File: src/rtl/ccls_pkg.sv
// Shared types, constants and helpers for the charge current limit stepper.
// No dependencies.
`default_nettype none

package ccls_pkg;

   localparam int unsigned TEMP_W     = 11;
   localparam int unsigned MV_W       = 13;
   localparam int unsigned DELTA_W    = 10;
   localparam int unsigned MARGIN_W   = 9;
   localparam int unsigned STEP_W     = 10;
   localparam int unsigned LIMIT_W    = 11;
   localparam int unsigned CSR_ADDR_W = 3;
   localparam int unsigned CSR_DATA_W = 11;

   localparam logic [LIMIT_W-1:0] MA_LOW   = 11'd100;
   localparam logic [LIMIT_W-1:0] MA_MID   = 11'd400;
   localparam logic [LIMIT_W-1:0] MA_HIGH  = 11'd800;
   localparam logic [LIMIT_W-1:0] MA_STAND = 11'd1800;
   localparam logic [LIMIT_W-1:0] MA_CEIL  = 11'd1800;

   localparam logic [1:0] KIND_NONE   = 2'd0;
   localparam logic [1:0] KIND_PAD    = 2'd1;
   localparam logic [1:0] KIND_STAND  = 2'd2;
   localparam logic [1:0] KIND_FORCED = 2'd3;

   localparam logic [1:0] CODE_LOW  = 2'd0;
   localparam logic [1:0] CODE_MID  = 2'd1;
   localparam logic [1:0] CODE_HIGH = 2'd2;

   localparam logic [CSR_ADDR_W-1:0] REG_TEMP_LOW_TO_MID      = 3'd0;
   localparam logic [CSR_ADDR_W-1:0] REG_TEMP_MID_TO_HIGH_MIN = 3'd1;
   localparam logic [CSR_ADDR_W-1:0] REG_TEMP_MID_TO_HIGH_MAX = 3'd2;
   localparam logic [CSR_ADDR_W-1:0] REG_TEMP_MID_TO_LOW      = 3'd3;
   localparam logic [CSR_ADDR_W-1:0] REG_TEMP_HIGH_COOL       = 3'd4;
   localparam logic [CSR_ADDR_W-1:0] REG_TEMP_HIGH_WARM       = 3'd5;
   localparam logic [CSR_ADDR_W-1:0] REG_FULL_MARGIN_MV       = 3'd6;
   localparam logic [CSR_ADDR_W-1:0] REG_STEP_MA              = 3'd7;

   typedef enum logic [2:0] {
      LEVEL_LOW  = 3'b001,
      LEVEL_MID  = 3'b010,
      LEVEL_HIGH = 3'b100
   } level_type;

   typedef struct packed {
      logic signed [TEMP_W-1:0] temp_low_to_mid;
      logic signed [TEMP_W-1:0] temp_mid_to_high_min;
      logic signed [TEMP_W-1:0] temp_mid_to_high_max;
      logic signed [TEMP_W-1:0] temp_mid_to_low;
      logic signed [TEMP_W-1:0] temp_high_cool;
      logic signed [TEMP_W-1:0] temp_high_warm;
      logic [MARGIN_W-1:0]      full_margin_mv;
      logic [STEP_W-1:0]        step_ma;
   } cfg_type;

   typedef struct packed {
      logic [1:0]               connect_kind;
      logic signed [TEMP_W-1:0] battery_temp;
      logic [MV_W-1:0]          battery_mv;
      logic [MV_W-1:0]          full_mv;
      logic [DELTA_W-1:0]       recharge_gap_mv;
   } beat_type;

   function automatic logic [1:0] level_code(level_type lvl);
      logic [1:0] code;
      case (lvl)
         LEVEL_LOW:  code = CODE_LOW;
         LEVEL_HIGH: code = CODE_HIGH;
         default:    code = CODE_MID;
      endcase
      return code;
   endfunction

   function automatic logic [LIMIT_W-1:0] level_ma(level_type lvl);
      logic [LIMIT_W-1:0] ma;
      case (lvl)
         LEVEL_LOW:  ma = MA_LOW;
         LEVEL_HIGH: ma = MA_HIGH;
         default:    ma = MA_MID;
      endcase
      return ma;
   endfunction

endpackage

`default_nettype wire

File: src/rtl/ccls_cfg.sv
// Configuration register bank for the charge current limit stepper.
// Depends on ccls_pkg.
`default_nettype none

module ccls_cfg
   import ccls_pkg::*;
(
   input  wire logic                  clock,
   input  wire logic                  reset,
   input  wire logic                  csr_we,
   input  wire logic [CSR_ADDR_W-1:0] csr_addr,
   input  wire logic [CSR_DATA_W-1:0] csr_wdata,
   output cfg_type                    cfg
);

   cfg_type cfg_ff;
   cfg_type cfg_in;

   always_comb begin
      cfg_in = cfg_ff;
      if (csr_we) begin
         unique case (csr_addr)
            REG_TEMP_LOW_TO_MID:      cfg_in.temp_low_to_mid      = csr_wdata;
            REG_TEMP_MID_TO_HIGH_MIN: cfg_in.temp_mid_to_high_min = csr_wdata;
            REG_TEMP_MID_TO_HIGH_MAX: cfg_in.temp_mid_to_high_max = csr_wdata;
            REG_TEMP_MID_TO_LOW:      cfg_in.temp_mid_to_low      = csr_wdata;
            REG_TEMP_HIGH_COOL:       cfg_in.temp_high_cool       = csr_wdata;
            REG_TEMP_HIGH_WARM:       cfg_in.temp_high_warm       = csr_wdata;
            REG_FULL_MARGIN_MV:       cfg_in.full_margin_mv = csr_wdata[MARGIN_W-1:0];
            REG_STEP_MA:              cfg_in.step_ma        = csr_wdata[STEP_W-1:0];
            default:                  cfg_in = cfg_ff;
         endcase
      end
   end

   always_ff @(posedge clock) begin
      if (reset) begin
         cfg_ff.temp_low_to_mid      <= 11'sd530;
         cfg_ff.temp_mid_to_high_min <= 11'sd40;
         cfg_ff.temp_mid_to_high_max <= 11'sd425;
         cfg_ff.temp_mid_to_low      <= 11'sd550;
         cfg_ff.temp_high_cool       <= 11'sd20;
         cfg_ff.temp_high_warm       <= 11'sd445;
         cfg_ff.full_margin_mv       <= 9'd20;
         cfg_ff.step_ma              <= 10'd100;
      end else begin
         cfg_ff <= cfg_in;
      end
   end

   assign cfg = cfg_ff;

endmodule

`default_nettype wire

File: src/rtl/ccls_level.sv
// Target level next-state logic: temperature and voltage hysteresis on pad, mid otherwise.
// Depends on ccls_pkg.
`default_nettype none

module ccls_level
   import ccls_pkg::*;
(
   input  beat_type  beat,
   input  cfg_type   cfg,
   input  level_type level_cur,
   output level_type level_nxt
);

   logic signed [MV_W+1:0] vbat_s;
   logic signed [MV_W+1:0] resume_floor;
   logic signed [MV_W+1:0] full_floor;
   logic                   go_high;
   logic                   go_low;
   logic                   drop_high;
   logic                   rise_low;

   always_comb begin
      vbat_s       = $signed({2'b00, beat.battery_mv});
      resume_floor = $signed({2'b00, beat.full_mv}) - $signed({5'b00000, beat.recharge_gap_mv});
      full_floor   = $signed({2'b00, beat.full_mv}) - $signed({6'b000000, cfg.full_margin_mv});

      rise_low  = beat.battery_temp < cfg.temp_low_to_mid;
      go_high   = (cfg.temp_mid_to_high_min <= beat.battery_temp)
                  && (beat.battery_temp < cfg.temp_mid_to_high_max)
                  && (vbat_s < resume_floor);
      go_low    = cfg.temp_mid_to_low <= beat.battery_temp;
      drop_high = (beat.battery_temp < cfg.temp_high_cool)
                  || (cfg.temp_high_warm <= beat.battery_temp)
                  || (full_floor <= vbat_s);

      level_nxt = LEVEL_MID;
      if (beat.connect_kind == KIND_PAD) begin
         unique case (level_cur)
            LEVEL_LOW:  level_nxt = rise_low ? LEVEL_MID : LEVEL_LOW;
            LEVEL_MID:  level_nxt = go_high ? LEVEL_HIGH : (go_low ? LEVEL_LOW : LEVEL_MID);
            LEVEL_HIGH: level_nxt = drop_high ? LEVEL_MID : LEVEL_HIGH;
            default:    level_nxt = LEVEL_MID;
         endcase
      end
   end

endmodule

`default_nettype wire

File: src/rtl/ccls_limit.sv
// Applied limit stepper: on pad, one step toward the target, saturated to the
// ceiling; MA_STAND on stand, MA_MID otherwise. Depends on ccls_pkg.
`default_nettype none

module ccls_limit
   import ccls_pkg::*;
(
   input  wire logic [1:0]         connect_kind,
   input  level_type               level_nxt,
   input  wire logic [LIMIT_W-1:0] limit_prev,
   input  wire logic [STEP_W-1:0]  step_ma,
   output logic      [LIMIT_W-1:0] limit_nxt,
   output logic                    limit_changed
);

   logic [LIMIT_W-1:0]       target_ma;
   logic signed [LIMIT_W+1:0] sum;

   always_comb begin
      target_ma = level_ma(level_nxt);
      if (target_ma < limit_prev) begin
         sum = $signed({2'b00, limit_prev}) - $signed({3'b000, step_ma});
      end else if (limit_prev < target_ma) begin
         sum = $signed({2'b00, limit_prev}) + $signed({3'b000, step_ma});
      end else begin
         sum = $signed({2'b00, limit_prev});
      end

      case (connect_kind)
         KIND_PAD: begin
            if (sum < 0) begin
               limit_nxt = '0;
            end else if (sum > $signed({2'b00, MA_CEIL})) begin
               limit_nxt = MA_CEIL;
            end else begin
               limit_nxt = sum[LIMIT_W-1:0];
            end
         end
         KIND_STAND: limit_nxt = MA_STAND;
         default:    limit_nxt = MA_MID;
      endcase

      limit_changed = limit_nxt != limit_prev;
   end

endmodule

`default_nettype wire

File: src/rtl/charge_current_limit_stepper_core.sv
// Charge current limit stepper: one result beat per request beat. A request
// is captured in an input register, evaluated combinationally and lands in
// the result register: one beat per cycle unless back-pressure stalls, and a
// result is valid once through both registers. Target level and applied limit
// update as each beat enters the result register, so consecutive beats see
// each other's effect with no gap. rsp_ready back-pressure stalls the input
// register only once both registers hold a beat. The user must write registers
// via csr_we/csr_addr/csr_wdata only while no beat is in flight (not enforced).
// Depends on ccls_pkg, ccls_cfg, ccls_level and ccls_limit.
`default_nettype none

module charge_current_limit_stepper_core
   import ccls_pkg::*;
(
   input  wire logic                  clock,
   input  wire logic                  reset,

   input  wire logic                  req_valid,
   output logic                       req_ready,
   input  wire logic [1:0]            req_connect_kind,
   input  wire logic signed [TEMP_W-1:0] req_battery_temp,
   input  wire logic [MV_W-1:0]       req_battery_mv,
   input  wire logic [MV_W-1:0]       req_full_mv,
   input  wire logic [DELTA_W-1:0]    req_recharge_gap_mv,

   output logic                       rsp_valid,
   input  wire logic                  rsp_ready,
   output logic [LIMIT_W-1:0]         rsp_limit_ma,
   output logic                       rsp_limit_changed,
   output logic [1:0]                 rsp_target_level,

   input  wire logic                  csr_we,
   input  wire logic [CSR_ADDR_W-1:0] csr_addr,
   input  wire logic [CSR_DATA_W-1:0] csr_wdata
);

   cfg_type            cfg;
   beat_type           beat_ff, beat_in;
   logic               s1_valid_ff, s1_valid_in;
   logic               rsp_valid_ff, rsp_valid_in;
   logic [LIMIT_W-1:0] rsp_limit_ff, rsp_limit_in;
   logic               rsp_changed_ff, rsp_changed_in;
   logic [1:0]         rsp_level_ff, rsp_level_in;
   level_type          level_ff, level_in;
   logic [LIMIT_W-1:0] applied_ff, applied_in;
   level_type          level_nxt;
   logic [LIMIT_W-1:0] limit_nxt;
   logic               limit_changed;
   logic               advance;
   logic               take;

   ccls_cfg u_cfg (
      .clock     (clock),
      .reset     (reset),
      .csr_we    (csr_we),
      .csr_addr  (csr_addr),
      .csr_wdata (csr_wdata),
      .cfg       (cfg)
   );

   ccls_level u_level (
      .beat      (beat_ff),
      .cfg       (cfg),
      .level_cur (level_ff),
      .level_nxt (level_nxt)
   );

   ccls_limit u_limit (
      .connect_kind  (beat_ff.connect_kind),
      .level_nxt     (level_nxt),
      .limit_prev    (applied_ff),
      .step_ma       (cfg.step_ma),
      .limit_nxt     (limit_nxt),
      .limit_changed (limit_changed)
   );

   always_comb begin
      advance   = s1_valid_ff && (!rsp_valid_ff || rsp_ready);
      req_ready = !s1_valid_ff || advance;
      take      = req_valid && req_ready;

      s1_valid_in = req_ready ? req_valid : s1_valid_ff;
      beat_in     = beat_ff;
      if (take) begin
         beat_in.connect_kind    = req_connect_kind;
         beat_in.battery_temp    = req_battery_temp;
         beat_in.battery_mv      = req_battery_mv;
         beat_in.full_mv         = req_full_mv;
         beat_in.recharge_gap_mv = req_recharge_gap_mv;
      end

      rsp_valid_in   = advance ? 1'b1 : (rsp_ready ? 1'b0 : rsp_valid_ff);
      rsp_limit_in   = advance ? limit_nxt : rsp_limit_ff;
      rsp_changed_in = advance ? limit_changed : rsp_changed_ff;
      rsp_level_in   = advance ? level_code(level_nxt) : rsp_level_ff;
      level_in       = advance ? level_nxt : level_ff;
      applied_in     = advance ? limit_nxt : applied_ff;
   end

   always_ff @(posedge clock) begin
      if (reset) begin
         s1_valid_ff  <= 1'b0;
         rsp_valid_ff <= 1'b0;
         level_ff     <= LEVEL_MID;
         applied_ff   <= MA_MID;
      end else begin
         s1_valid_ff  <= s1_valid_in;
         rsp_valid_ff <= rsp_valid_in;
         level_ff     <= level_in;
         applied_ff   <= applied_in;
      end
   end

   always_ff @(posedge clock) begin
      beat_ff        <= beat_in;
      rsp_limit_ff   <= rsp_limit_in;
      rsp_changed_ff <= rsp_changed_in;
      rsp_level_ff   <= rsp_level_in;
   end

   assign rsp_valid         = rsp_valid_ff;
   assign rsp_limit_ma      = rsp_limit_ff;
   assign rsp_limit_changed = rsp_changed_ff;
   assign rsp_target_level  = rsp_level_ff;

endmodule

`default_nettype wire

File: config.mk
export PLATFORM = sky130hd
export DESIGN_NAME = charge_current_limit_stepper_core
export DESIGN_NICKNAME = d
export VERILOG_FILES = /design/src/rtl/ccls_pkg.sv /design/src/rtl/ccls_cfg.sv /design/src/rtl/ccls_level.sv /design/src/rtl/ccls_limit.sv /design/src/rtl/charge_current_limit_stepper_core.sv
export SDC_FILE = /design/constraint.sdc
export NUM_CORES = 1
export LEC_CHECK = 0
export BUFFER_PORTS_ARGS = -buffer_cell sky130_fd_sc_hd__buf_2
export CORE_ASPECT_RATIO = 0.9
export CORE_MARGIN = 2
export CORE_UTILIZATION = 55
export DETAILED_ROUTE_END_ITERATION = 8
export PLACE_DENSITY_LB_ADDON = 0.1
export SLEW_MARGIN = 25
export SYNTH_ARGS = -nofsm -noshare
export SYNTH_HDL_FRONTEND = slang
export SYNTH_SLANG_ARGS = --single-unit
export TNS_END_PERCENT = 100
File: constraint.sdc
create_clock -name clock -period 6.9 [get_ports clock]
set_input_delay 0.345 -clock clock [delete_from_list [all_inputs] [get_ports clock]]
set_output_delay 0.345 -clock clock [all_outputs]
set_load 0.02 [all_outputs]
==> out/qor.yml, run 1 <==
outcome:
  outcome: "completed"
layout:
  multi_input_area_mm2: 0.00643
  drive_gt1_share_pct: 17.5
  final_net_count: 1527
  register_area_mm2: 0.00392
  nFillCells: 1619
  syn_to_final_growth_pct: 16.0
  antennaDiodeCount: 0
  final_common_cell: "nand2_1"
  final_cell_mix: "nand2_1, ha_1, inv_1, dfxtp_1"
die:
  num_rows: 48
  initial_utilization_pct: 56.0
  io_pins: 84
  die_w_um: 151
  dieHeight_um: 136
  dieArea_mm2: 0.0206
  coreArea_mm2: 0.0191
timing:
  fin_worst_skew_ns: 0.0107
  max_freq_mhz: 150
  finalSetupViolCount: 0
  setup_tns_ns: 0
  fin_crit_sh_pct: 96.8
  slew_headroom_pct: 33.6
  tightest_slew_ns: 0.971
  final_max_slew_viol_count: 0
  post-route-min-period_ns: 6.68
  timing.final.hold_violations: 0
setup_path:
  critPathLaunchType: "flop"
  cpMaxStageDelayCell: "or4_1"
  crit_type: "reg2reg"
  critPathCaptureType: "flop"
  crit_path_max_incr_delay_ns: 0.47
  worstPathArrival_ns: 7.05
  path_max_fanout: 6
  worstPathRequired_ns: 7.27
global_route:
  antenna_found_initial: 0
  grt_pass1_vias: 8410
  grt_overflow_total: 0
  grt_usage_pct: 26.6
  grt_pass1_wl_um: 42700
  grt_max_degree: 103
power_and_ir_drop:
  power.density_mw_per_mm2: 217
  power.internal_mw: 1.83
  seqPwrFrac_pct: 40.1
  pwr-share-comb_pct: 26.4
  power_mw: 2.69
  power.clock.fraction_pct: 33.4
  power.leakage_nw: 5.25
  p_sw_share_pct: 31.9
  irDropWorstVdd_uv: 121
  p_sw_mw: 0.859
placement:
  hpwl_um: 19400
  portBuffers: 83
  gp_congestion: 0.882
logic_synthesis:
  synth_top_family_by_area: "compound AO/OA/AOI/OAI gates"
  synth-simple-area-share_pct: 19.1
  synth_edf_count: 63
  yosysWarnings: 0
  ys.flop_type: "dfxtp_1"
  netlist_area_mm2: 0.0107
  netlist.area_leader.share_pct: 18.9
  syn_nets: 1426
  synth.distinct_cells: 85
  synthAdderAreaFrac_pct: 16.7
  syn_area_per_cell_um2: 8.78
  synth_top_area_cell: "dfxtp_1"
  synth.top_cells.by_area: "dfxtp_1, edfxtp_1, ha_1, nand2_1, a21oi_1"
  muxShareOfSynthArea_pct: 0.854
  yosysSeqAreaShare_pct: 36.6
  synth_xor_area_share_pct: 1.47
  syn_inst: 1218
  async_flop_share_pct: 0
  ys_seq_elements: 164
  synth_compound_area_share_pct: 19.2
cts:
  htreeDepth: 4
  postCtsHoldBufs: 0
  clock_sinks: 164
  root_buffer: "clkbuf_16"
  cts_tree: "done"
  cts_buffer_depth: 2
  clk_latency_ns: 0.44
  numCtsBuffers: 17
  clk_pin_slew_ns: 0.07
routing:
  vias: 9110
  vias_per_cell: 5.76
  ant_nets: 0
  drc: 0
  drtPass1Iterations: 6
  wl_per_cell_um: 17.3
  dr.first_iter.drc_count: 653
  wl_um: 27400
min_path:
  hold_path_class: "in2reg"
run:
  cap_violations: 0
[area by class of cell]
type	instances	share of cell area, %
inverter	119	3.60
multi-input combinational	892	51.9
clock buffer	17	3.43
sequential	164	31.6
timing repair buffer	125	6.04
clock inverter	15	0.979
tap	250	2.52
[critical path: cells and delay by family (launching register included)]
kind	cells	cell delay (ns)
AOI/OAI and AO/OA	16	2.80
xor gates and xnor gates	1	0.13
buffers and inverters	2	0.34
adders and majority gates	3	0.87
and+or+nand+nor	9	2.03
DFF	1	0.43
[synth_stat cells, types with 7 or more instances]
| library cell | count |
|---|---|
| mux2i_1 | 8 |
| ha_1 | 136 |
| nand4_1 | 12 |
| xor2_1 | 9 |
| inv_1 | 118 |
| a21oi_1 | 95 |
| o21a_1 | 21 |
| nand2b_1 | 24 |
| nand2_1 | 178 |
| a21o_1 | 27 |
| o21ai_0 | 34 |
| or3_1 | 10 |
| nand3_1 | 25 |
| o31ai_1 | 8 |
| nor2_1 | 87 |
| nor2b_1 | 26 |
| dfxtp_1 | 101 |
| nand3b_1 | 14 |
| edfxtp_1 | 63 |
| xnor2_1 | 9 |
| o211ai_1 | 7 |
| clkbuf_1 | 29 |
| a31oi_1 | 7 |
| nor3_1 | 21 |
| clkbuf_2 | 8 |
| a211o_1 | 22 |
[state kept, by name, indices dropped and copies added, names as in the netlist]
signal,flops
applied_ff,11
beat_ff,49
level_ff,3
rsp_limit_changed,1
rsp_limit_ma,11
rsp_target_level,2
rsp_valid,1
s1_valid_ff,1
u_cfg.cfg,85
[power groups by stage]
stage               logic (mW)  registers, mW  clock network (mW)
floorplan                0.431           1.10                   0
global placement         0.593           1.10                   0
detailed placement       0.600           1.10                   0
CTS                      0.620           1.08               0.908
global route             0.782           1.08               0.941
finish                   0.711           1.08               0.900
[repair_timing]
item	CTS	global route
hold endpoints to repair	0	0
resized for setup	4	73
buffers inserted	4	11
cloned	0	1
endpoints found under the setup margin	8	23
pin swaps	3	32
[through the flow]
stage / worst slack [ns] / util (%) / hold slack (ns) / instances / instance area, um^2
floorplan: 0.496 / - / 0.436 / 1218 / 10700
global placement: 0.110 / 59.8 / 0.443 / 1534 / 11400
detailed placement: -0.0477 / 59.8 / 0.448 / 1534 / 11400
CTS: 0.0197 / 62.8 / 0.0671 / 1570 / 12000
global route: -0.112 / 64.9 / 0.0663 / 1582 / 12400
finish: 0.220 / 64.9 / 0.0745 / 1582 / 12400
[routing by layer]
metal,track usage [%],vias up,wire length [um]
met4,9.03,0,824
met1,36.7,4242,12500
met3,4.70,62,1650
met5,0,-,0
met2,42.3,289,12400
li1,-,4517,-
[final timing paths]
path,startpoint,to,slack [ns],cells after the start
setup / recovery,beat_ff[11],applied_ff[6],0.22,31
hold / removal,req_full_mv[2],beat_ff[12],0.07,1
setup reg to reg,beat_ff[11],applied_ff[6],0.22,31
hold reg to reg,u_cfg.cfg[37],u_cfg.cfg[37],0.46,2
[logic make-up (layout without fill, tap and decap cells)]
kind of cell,Yosys count,after routing
adder cells (fa/ha/maj),140,140
multiplexers,9,9
AO/OA/AOI/OAI,293,294
buffers and inverters,163,276
XOR/XNOR,18,18
flip-flops,164,164
AND/OR/NAND/NOR,431,431
No activity file was read; power rests on OpenSTA's default activity.
==> inputs of run 2 (changes only) <==
--- a/config.mk
+++ b/config.mk
@@ -11,6 +11,7 @@
 export CORE_UTILIZATION = 55
 export DETAILED_ROUTE_END_ITERATION = 8
 export PLACE_DENSITY_LB_ADDON = 0.1
+export RECOVER_POWER = 50
 export SLEW_MARGIN = 25
 export SYNTH_ARGS = -nofsm -noshare
 export SYNTH_HDL_FRONTEND = slang
==> out/qor.yml, run 2 (synthesis results as in run 1) <==
cts:
  clock_sinks: 164  # unchanged
  cts_tree: "done"
  root_buffer: "clkbuf_16"
  cts_buffer_depth: 2  # unchanged
  postCtsHoldBufs: 0  # unchanged
  numCtsBuffers: 17  # unchanged
  htreeDepth: 4  # unchanged
  clk_latency_ns: 0.44  # about the same
  clk_pin_slew_ns: 0.07  # about the same
setup_path:
  crit_path_max_incr_delay_ns: 0.47  # about the same
  r2r_start: "beat_ff[11]"
  ff2ff_path_depth: 31  # unchanged
  cpMaxStageDelayCell: "or4_1"
  worstPathArrival_ns: 7.06  # about the same
  worstPathRequired_ns: 7.27  # about the same
  crit_type: "reg2reg"
  critPathLaunchType: "flop"
  r2r_slack_ns: 0.21  # about the same
  critPathCaptureType: "flop"
  rr_endpoint: "applied_ff[6]"
  path_max_fanout: 6  # unchanged
  cp-startpoint: "beat_ff[11]"
layout:
  final_net_count: 1527  # unchanged
  drive_gt1_share_pct: 16.8  # -0.68 points
  nFillCells: 1628  # +0.56%
  largest_reg_flops: 85  # unchanged
  largest-register: "u_cfg.cfg"
  reg_top3: "u_cfg.cfg: 85 flops, beat_ff: 49 flops"
  final_cell_mix: "nand2_1, ha_1, inv_1, dfxtp_1"
  design_area_mm2: 0.0124  # -0.16%
  multi_input_area_mm2: 0.00643  # about the same
  instances_no_fill: 1582  # unchanged
  antennaDiodeCount: 0  # unchanged
  final_common_cell: "nand2_1"
  syn_to_final_growth_pct: 15.8
  postLayoutCoreUtil_pct: 64.8  # -0.10 points
  register_area_mm2: 0.00392  # unchanged
global_route:
  grt_overflow_total: 0  # unchanged
  grt_usage_pct: 26.6  # unchanged
  antenna_found_initial: 0  # unchanged
  grt_max_degree: 103  # unchanged
  grt_pass1_wl_um: 42700  # unchanged
  grt_pass1_vias: 8410  # unchanged
timing:
  finalSetupViolCount: 0  # unchanged
  fin_crit_sh_pct: 96.9  # +0.12 points
  tightest_slew_ns: 1.50  # +0.524 ns
  timing.final.hold_violations: 0  # unchanged
  post-route-min-period_ns: 6.69  # +0.00795 ns
  final_max_slew_viol_count: 1  # +1
  slew_headroom_pct: -0.468  # -34 points
  max_freq_mhz: 150  # -0.12%
  fin_worst_skew_ns: 0.0117  # +0.000976 ns
routing:
  ant_nets: 0  # unchanged
  vias: 9112  # +0.022%
  wl_um: 27400  # -0.12%
  dr.first_iter.drc_count: 648  # -0.77%
  drc: 0  # unchanged
  vias_per_cell: 5.76  # about the same
  wl_per_cell_um: 17.3  # -0.12%
  drtPass1Iterations: 5  # -1
die:
  coreArea_mm2: 0.0191  # unchanged
  io_pins: 84  # unchanged
  dieArea_mm2: 0.0206  # unchanged
  dieHeight_um: 136  # unchanged
  num_rows: 48  # unchanged
  initial_utilization_pct: 56.0  # unchanged
  die_w_um: 151  # unchanged
min_path:
  holdPathEnd: "beat_ff[12]"
  hold_start: "req_full_mv[2]"
  hold_path_class: "in2reg"
  holdPathStages: 1  # unchanged
power_and_ir_drop:
  power.density_mw_per_mm2: 217  # +0.10%
  p_sw_mw: 0.858  # about the same
  seqPwrFrac_pct: 40.2  # about the same
  pwr-share-comb_pct: 26.4  # about the same
  power.leakage_nw: 5.22  # -0.50%
  power.clock.fraction_pct: 33.5  # about the same
  p_sw_share_pct: 31.9  # about the same
  irDropWorstVdd_uv: 121  # +0.26%
  power.internal_mw: 1.83  # about the same
placement:
  place_area_mm2: 0.0114  # unchanged
  dpl.cell_count: 1534  # unchanged
  gp_congestion: 0.882  # unchanged
  portBuffers: 83  # unchanged
  hpwl_um: 19400  # unchanged
run:
  cap_violations: 1  # +1
outcome:
  outcome: "finished, violations left"
  violations: "capacitance limit, slew limit"
## run 2: cell types whose count changed in the layout (fill, tap and decap cells not counted), sizes merged
cell / delta
buf: -8
clkbuf: +8
## run 2: power groups by stage
stage | combinational (mW) | sequential, mW | clock [mW]
after floorplan | 0.431 | 1.10 | 0
after global placement | 0.593 | 1.10 | 0
after detailed placement | 0.600 | 1.10 | 0
after CTS | 0.620 | 1.08 | 0.908
after global routing | 0.781 | 1.08 | 0.941
final | 0.709 | 1.08 | 0.900
## run 2: through the flow
step,worst slack (ns),hold slack [ns],TNS [ns],total power [mW]
global placement,0.110,0.443,0,1.69
finish,0.212,0.0739,0,2.69
detailed placement,-0.0477,0.448,-0.122,1.70
CTS,0.0197,0.0671,0,2.61
floorplan,0.496,0.436,0,1.53
global route,-0.112,0.0663,-0.515,2.81
## run 2: worst max-delay path: cells and delay by family, from the launching register on
family	cells	cell delay [ns]
buffers and inverters	2	0.34
AOI/OAI and AO/OA	16	2.80
adders and majority gates	3	0.87
DFF	1	0.43
xor gates and xnor gates	1	0.13
and+or+nand+nor	9	2.04
## run 2: timing repair
item,in CTS,in global routing
cloned,0,1
hold endpoints to repair,0,0
pin swaps,3,32
endpoints found under the setup margin,8,23
buffers inserted,4,11
resized for setup,4,73
## run 2: metal layers
metal | vias to the layer above | routed length (um) | global-route usage, %
li1 | 4509 | - | -
met1 | 4277 | 12600 | 36.7
met2 | 267 | 12400 | 42.3
met3 | 59 | 1520 | 4.70
met4 | 0 | 826 | 9.03
met5 | - | 0 | 0
## run 2: worst max path at each step
| stage | endpoint | slack (ns) | cells after the start |
|---|---|---|---|
| finish | applied_ff[6] | 0.21 | 31 |
| global route | applied_ff[6] | -0.11 | 31 |
| CTS | rsp_limit_ma[3] | 0.02 | 34 |
| detailed placement | rsp_limit_ma[3] | -0.05 | 35 |
| global placement | rsp_limit_changed | 0.11 | 32 |
| floorplan | rsp_limit_changed | 0.50 | 33 |
## run 2: cell type report
type                       count  area share [%]
tap                          250            2.53
sequential                   164            31.6
multi-input combinational    892            51.9
clock buffer                  17            3.44
inverter                     119            3.61
timing repair buffer         125            5.93
clock inverter                15           0.980
